**src/rtl/cbm_pkg.sv**
```systemverilog
// ----------------------------------------------------------------------------
// Cartridge bank mapper package
// Types, register indexes and decode constants shared by the mapper files.
// ----------------------------------------------------------------------------
package cbm_pkg;

   localparam int OFFSET_W = 16;
   localparam int DATA_W   = 8;
   localparam int TADDR_W  = 14;
   localparam int PAGE_W   = 5;
   localparam int TYPE_W   = 16;
   localparam int CSR_IDX_W  = 8;
   localparam int CSR_DATA_W = 16;
   localparam int REQ_TDATA_W = 24;
   localparam int RSP_TDATA_W = 48;

   // configuration register indexes
   localparam logic [CSR_IDX_W-1:0] CSR_CART_TYPE  = 8'd0;
   localparam logic [CSR_IDX_W-1:0] CSR_ROM_IS_64K = 8'd1;

   // special mapper type words
   localparam logic [TYPE_W-1:0] TYPE_ABSOLUTE = 16'h0200;
   localparam logic [TYPE_W-1:0] TYPE_LOW_SEL  = 16'h0100;

   // type word bits
   localparam int TYPE_BIT_SOUND = 0;
   localparam int TYPE_BIT_SUPER = 1;
   localparam int TYPE_BIT_RAM   = 2;

   localparam logic [OFFSET_W-1:0] OFF_BANK_SEL = 16'h4000;
   localparam logic [OFFSET_W-1:0] OFF_LOW_SEL  = 16'hBF80;

   localparam logic [PAGE_W-1:0] PAGE_A_RESET = 5'd2;
   localparam logic [PAGE_W-1:0] PAGE_B_RESET = 5'd4;
   localparam logic [PAGE_W-1:0] PAGE_C_RESET = 5'd5;
   localparam logic [PAGE_W-1:0] PAGE_D_RESET = 5'd6;
   localparam logic [PAGE_W-1:0] PAGE_IMAGE   = 5'd8;   // first page of image at $10000
   localparam logic [PAGE_W-1:0] PAGE_IMAGE_2 = 5'd10;

   typedef enum logic [1:0] {
      TGT_NONE  = 2'd0,
      TGT_RAM   = 2'd1,
      TGT_SOUND = 2'd2,
      TGT_UNDEF = 2'd3
   } target_type;

   typedef struct packed {
      logic [PAGE_W-1:0] a;
      logic [PAGE_W-1:0] b;
      logic [PAGE_W-1:0] c;
      logic [PAGE_W-1:0] d;
   } pages_type;

   typedef struct packed {
      target_type         target;
      logic [TADDR_W-1:0] addr;
      logic [DATA_W-1:0]  data;
   } route_type;

endpackage

```
**src/rtl/cbm_decode.sv**
```systemverilog
// ----------------------------------------------------------------------------
// Cartridge bank mapper decode
// Routes one write and works out the window pages it leaves behind.
// ----------------------------------------------------------------------------
module cbm_decode (
   input  logic [cbm_pkg::OFFSET_W-1:0] offset,
   input  logic [cbm_pkg::DATA_W-1:0]   data,
   input  logic [cbm_pkg::TYPE_W-1:0]   cart_type,
   input  logic                         rom_is_64k,
   input  cbm_pkg::pages_type           pages_cur,
   output cbm_pkg::pages_type           pages_nxt,
   output cbm_pkg::route_type           route
);

   logic                         low_space;
   logic [2:0]                   super_bank;
   logic [cbm_pkg::PAGE_W-1:0]   super_base;
   logic [cbm_pkg::PAGE_W-1:0]   low_base;

   assign low_space  = (offset[15:14] == 2'b00);
   assign super_bank = data[2:0] & {~rom_is_64k, 2'b11};
   assign super_base = cbm_pkg::PAGE_IMAGE + {1'b0, super_bank, 1'b0};
   assign low_base   = cbm_pkg::PAGE_IMAGE + {1'b0, offset[2:0], 1'b0};

   always_comb begin
      route = '0;
      route.target = cbm_pkg::TGT_NONE;
      if (low_space) begin
         if (cart_type[cbm_pkg::TYPE_BIT_RAM]) begin
            route.target = cbm_pkg::TGT_RAM;
         end else if (cart_type[cbm_pkg::TYPE_BIT_SOUND]) begin
            route.target = cbm_pkg::TGT_SOUND;
         end else begin
            route.target = cbm_pkg::TGT_UNDEF;
         end
         route.addr = offset[cbm_pkg::TADDR_W-1:0];
         route.data = data;
      end
   end

   // supercart first, then absolute, then low-address select
   always_comb begin
      pages_nxt = pages_cur;
      if (cart_type[cbm_pkg::TYPE_BIT_SUPER] && !low_space) begin
         pages_nxt.b = super_base;
         pages_nxt.c = super_base + 5'd1;
      end else if (cart_type == cbm_pkg::TYPE_ABSOLUTE && offset == cbm_pkg::OFF_BANK_SEL) begin
         if (data[0]) begin
            pages_nxt.a = cbm_pkg::PAGE_IMAGE;
         end else if (data[1]) begin
            pages_nxt.a = cbm_pkg::PAGE_IMAGE_2;
         end
      end else if (cart_type == cbm_pkg::TYPE_LOW_SEL && offset >= cbm_pkg::OFF_LOW_SEL) begin
         pages_nxt.c = low_base;
         pages_nxt.d = low_base + 5'd1;
      end
   end

endmodule

```
**src/rtl/cartridge_bank_mapper.sv**
```systemverilog
// ----------------------------------------------------------------------------
// Cartridge bank mapper
// Routes CPU writes into cartridge space and tracks the four window pages.
// ----------------------------------------------------------------------------
//  channel   dir   handshake             payload
//  req_      in    req_tvalid/tready     offset, data
//  rsp_      out   rsp_tvalid/tready     routing and four window pages
//  csr_      in    csr_valid/csr_ready   register index, write data
//
//  One request per cycle while req_tready is high; its response appears in the
//  cycle after acceptance, from the output register. Page registers update at acceptance.
//  req_tready is high while the output register is empty or being drained.
//  Synchronous reset: pages return to 2/4/5/6, type registers to zero.
// ----------------------------------------------------------------------------
module cartridge_bank_mapper (
   input  logic                            clock,
   input  logic                            reset,
   input  logic                            req_tvalid,
   output logic                            req_tready,
   // [15:0] write_offset, [23:16] write_data
   input  logic [cbm_pkg::REQ_TDATA_W-1:0] req_tdata,
   output logic                            rsp_tvalid,
   input  logic                            rsp_tready,
   // [1:0] write_target, [15:2] target_address, [23:16] target_data,
   // [28:24] window_a_page, [33:29] window_b_page, [38:34] window_c_page,
   // [43:39] window_d_page, [47:44] zero
   output logic [cbm_pkg::RSP_TDATA_W-1:0] rsp_tdata,
   input  logic                            csr_valid,
   output logic                            csr_ready,
   input  logic [cbm_pkg::CSR_IDX_W-1:0]   csr_index,
   input  logic [cbm_pkg::CSR_DATA_W-1:0]  csr_data
);

   logic [cbm_pkg::TYPE_W-1:0] cart_type_ff;
   logic                       rom_is_64k_ff;
   cbm_pkg::pages_type         pages_ff, pages_in;
   cbm_pkg::route_type         route_in, route_ff;
   cbm_pkg::pages_type         rsp_pages_ff;
   logic                       rsp_valid_ff, rsp_valid_in;
   logic                       req_fire;

   assign csr_ready  = 1'b1;
   assign req_tready = !rsp_valid_ff || rsp_tready;
   assign req_fire   = req_tvalid && req_tready;

   cbm_decode u_decode (
      .offset     (req_tdata[15:0]),
      .data       (req_tdata[23:16]),
      .cart_type  (cart_type_ff),
      .rom_is_64k (rom_is_64k_ff),
      .pages_cur  (pages_ff),
      .pages_nxt  (pages_in),
      .route      (route_in)
   );

   assign rsp_valid_in = req_fire || (rsp_valid_ff && !rsp_tready);

   always_ff @(posedge clock) begin
      if (reset) begin
         cart_type_ff  <= '0;
         rom_is_64k_ff <= 1'b0;
         pages_ff      <= '{a: cbm_pkg::PAGE_A_RESET, b: cbm_pkg::PAGE_B_RESET,
                            c: cbm_pkg::PAGE_C_RESET, d: cbm_pkg::PAGE_D_RESET};
         rsp_valid_ff  <= 1'b0;
      end else begin
         if (csr_valid) begin
            case (csr_index)
               cbm_pkg::CSR_CART_TYPE:  cart_type_ff  <= csr_data;
               cbm_pkg::CSR_ROM_IS_64K: rom_is_64k_ff <= csr_data[0];
               default: ;
            endcase
         end
         if (req_fire) begin
            pages_ff <= pages_in;
         end
         rsp_valid_ff <= rsp_valid_in;
      end
   end

   always_ff @(posedge clock) begin
      if (req_fire) begin
         route_ff     <= route_in;
         rsp_pages_ff <= pages_in;
      end
   end

   assign rsp_tvalid = rsp_valid_ff;
   assign rsp_tdata  = {4'd0, rsp_pages_ff.d, rsp_pages_ff.c, rsp_pages_ff.b,
                        rsp_pages_ff.a, route_ff.data, route_ff.addr, route_ff.target};

endmodule

```
**config.mk**
```make
export PLATFORM = sky130hd
export DESIGN_NAME = cartridge_bank_mapper
export DESIGN_NICKNAME = d
export VERILOG_FILES = /design/src/rtl/cbm_pkg.sv /design/src/rtl/cbm_decode.sv /design/src/rtl/cartridge_bank_mapper.sv
export SDC_FILE = /design/constraint.sdc
export NUM_CORES = 1
export LEC_CHECK = 0
export ABC_AREA = 1
export BUFFER_PORTS_ARGS = -buffer_cell sky130_fd_sc_hd__buf_2
export CAP_MARGIN = 20
export CORE_MARGIN = 2
export CORE_UTILIZATION = 35
export CTS_BUF_LIST = sky130_fd_sc_hd__clkbuf_2
export CTS_CLUSTER_SIZE = 40
export DETAILED_ROUTE_END_ITERATION = 16
export GPL_TIMING_DRIVEN = 0
export PLACE_DENSITY_LB_ADDON = 0.08
export SYNTH_ARGS = -nofsm -noshare
export SYNTH_HDL_FRONTEND = slang
export SYNTH_SLANG_ARGS = --single-unit
```
**constraint.sdc**
```tcl
create_clock -name clock -period 1.8 [get_ports clock]
set_clock_uncertainty 0.15 [all_clocks]
set_input_delay 0.09 -clock clock [delete_from_list [all_inputs] [get_ports clock]]
set_output_delay 0.09 -clock clock [all_outputs]
set_load 0.05 [all_outputs]
```
==> metrics.yaml <==
route:
  dr.pass1.iters: 4
  post_drt_wl_per_cell_um: 11.8
  antenna_left: 0
  drt_iter0_drc: 100
  drc: 0
  routed_wl_um: 8090
  num_vias: 2956
  routed_via_density: 4.32
flow_run:
  max-cap-violations: 0
setup_path:
  startpoint: "csr_data[3]"
  worstPathMaxFanout: 1
  endpoint_kind: "flip-flop"
  crit_type: "input pin to flip-flop"
  required_ns: 2.12
  cp.arrival_ns: 2.03
  rr_startpoint: "cart_type_ff[4]$_SDFFE_PP0P_"
  crit_path_start_kind: "input pin"
die:
  die_h_um: 103
  die_area_um2: 10600
  ios: 104
  rows: 36
  core_um2: 9640
  die_w_um: 103
  start_util_pct: 35.7
global_routing:
  grt_use_met3_pct: 3.05
  gr-total-overflow: 0
  grt_pass1_vias: 2806
  antenna_found_initial: 0
  grt_max_degree: 54
  grt_pass1_wl_um: 13000
  grt_use_total_pct: 16.2
  grtUsageMet2_pct: 26.9
  grt_util_met1_pct: 20.9
  grt-busiest-layer: "met2"
clock_tree:
  clkSinkCount: 82
  cts_tree: "yes"
  cts_made_buffers: 9
  cts_buffer_depth: 2
  postCtsSetupBuffers: 0
  h-tree-depth: 3
  cts.clk_slew.worst_paths_ns: 0.22
  cts-root-buf: "clkbuf_2"
  clk_latency_ns: 0.51
yosys:
  ys_seq_elements: 82
  synth_xor_area_share_pct: 0
  synth_top_family_by_area: "simple AND/OR/NAND/NOR gates"
  synth_fa_ha_area_share_pct: 0
  yosys.area_share.simple_pct: 23.3
  ys_warn_count: 0
  mappedNetlistArea_um2: 3440
  synthCells: 370
  synth_cell_types: 32
  avgSynthCellArea_um2: 9.29
  synthMuxAreaShare_pct: 0
  ys_seq_area_share_pct: 60.6
  synth-compound-area-share_pct: 7.50
power:
  power.density_nw_per_um2: 763
  switching_share_pct: 28.2
  seq_power_share_pct: 54.9
  leakage_nw: 2.20
  p_int_w: 0.00270
  power.total_w: 0.00375
  clock_power_share_pct: 29.1
  vdd_drop_max_mv: 0.317
  power_frac_comb_pct: 15.9
  switchingPower_w: 0.00106
finish:
  final-seq-area_um2: 2080
  fin_nets: 600
  diodes: 0
  drive_gt1_share_pct: 26.6
  multi_input_area_um2: 1080
  final_core_utilization_pct: 51.0
  n_fill_cell: 974
  final_cell_mix: "buf_2 (100), dlygate4sd3_1 (66), nor2_1 (57)"
  stdcell_area_um2: 4920
  layout_commonest_cell: "buf_2"
  syn_to_final_growth_pct: 43.1
sta:
  relSlewSlack_pct: 58.9
  max_freq_ghz: 0.586
  fin_crit_ns: 1.71
  setup_viol: 0
  min_period_over_period_pct: 94.8
  worst_slew_pin_slew_ns: 0.617
  setup_slack_ns: 0.0929
  timing.hold.ws_ns: 0.0258
  final-hold-violation-count: 0
  slew_viol_final: 0
placed_design:
  placed_area_um2: 4110
  port_buffers: 97
  gp_congestion: 0.782
  hpwl_um: 5620
  post-place-ws_ns: -0.0632
min_path:
  hp-class: "input pin to flip-flop"
  min_from: "csr_index[2]"
outcome:
  status: "finished, final reports clean"
-- cells by family (layout without fill, tap and decap cells) --
group / count (synthesis) / count (layout)
buf+inv: 71 / 250
simple gates: 168 / 168
compound gates: 47 / 47
other cells: 2 / 5
flops: 82 / 82
-- cells in the mapped netlist --
| library cell | number | area share [%] |
|---|---|---|
| nor2_1 | 58 | 6.3 |
| nand2_1 | 53 | 5.8 |
| inv_1 | 52 | 5.7 |
| edfxtp_1 | 44 | 38 |
| dfxtp_1 | 38 | 22 |
| nand3_1 | 29 | 4.2 |
| a21oi_1 | 24 | 3.5 |
| o21ai_0 | 11 | 1.6 |
| clkbuf_1 | 7 | 0.76 |
| nand4_1 | 6 | 1.1 |
| buf_4 | 5 | 1.1 |
| nand2_2 | 5 | 0.91 |
| buf_2 | 4 | 0.58 |
| o211ai_1 | 4 | 0.87 |
| and2_1 | 3 | 0.55 |
| inv_2 | 3 | 0.33 |
| nor2_2 | 3 | 0.55 |
| nor2_4 | 3 | 0.98 |
| o21ai_1 | 3 | 0.44 |
| conb_1 | 2 | 0.22 |
| nor3_1 | 2 | 0.29 |
| a211oi_1 | 1 | 0.22 |
| a21oi_2 | 1 | 0.25 |
| a31oi_1 | 1 | 0.18 |
| nand3_2 | 1 | 0.29 |
| nand3_4 | 1 | 0.51 |
| nor2_8 | 1 | 0.58 |
| nor3b_2 | 1 | 0.36 |
| nor4_4 | 1 | 0.62 |
| o21a_1 | 1 | 0.22 |
| o21bai_1 | 1 | 0.22 |
| or2_2 | 1 | 0.18 |
-- power by group through the flow --
| stage | Sequential (W) | Combinational (W) | Clock [W] |
|---|---|---|---|
| after floorplan | 0.00230 | 0.000160 | 0 |
| after global placement | 0.00210 | 0.000516 | 0 |
| after detailed placement | 0.00210 | 0.000520 | 0 |
| after CTS | 0.00206 | 0.000601 | 0.00112 |
| after global routing | 0.00207 | 0.000645 | 0.00120 |
| final | 0.00206 | 0.000598 | 0.00109 |
-- worst paths after layout --
| path | end | slack (ns) | cells after the start |
|---|---|---|---|
| setup reg to reg | rsp_tdata[28]$_DFFE_PP_ | 0.13 | 7 |
| setup / recovery | cart_type_ff[3]$_SDFFE_PP0P_ | 0.09 | 6 |
| hold / removal | cart_type_ff[7]$_SDFFE_PP0P_ | 0.03 | 6 |
| hold reg to reg | pages_ff[13]$_SDFFE_PP0P_ | 0.31 | 2 |
-- layout make-up --
class                   count  area share, %
flip-flops and latches     82           42.4
repair buffers            163           23.3
multi-input cells         220           22.1
inverters                  55           4.20
well taps                 133           3.38
plain buffers              16           1.91
clock inverters             7           1.86
clock buffers               9          0.916
-- what timing repair did --
action,4_1_cts,5_1_grt
hold buffers,66,0
pin swaps,0,2
cloned,0,0
resized for setup,1,3
endpoints found under the hold margin,71,0
setup endpoints to repair,3,6
-- registers in the layout (all words and copies together), names as in the netlist --
signal         count
rsp_tdata         44
pages_ff          20
cart_type_ff      16
rom_is_64k_ff      1
rsp_tvalid         1
-- metal layers --
metal | wire (um) | share of wire [%] | vias to the layer above
li1 | - | - | 1545
met1 | 3720 | 46 | 1319
met5 | 0 | 0 | -
met3 | 384 | 4.7 | 10
met4 | 114 | 1.4 | 0
met2 | 3870 | 48 | 82
-- critical path, stage by stage --
cell	delay [ns]
dlygate4sd3_1	0.52
buf_2	0.10
nand3_1	0.07
dlygate4sd3_1	0.57
a21oi_1	0.13
dlygate4sd3_1	0.55
-- stage by stage --
stage | setup TNS [ns] | instances
2_1_floorplan | 0 | 373
3_3_place_gp | -0.138 | 603
3_5_place_dp | -0.176 | 603
4_1_cts | 0 | 685
5_1_grt | -0.00391 | 685
6_report | 0 | 685
Power figures use the tool's default switching activity.
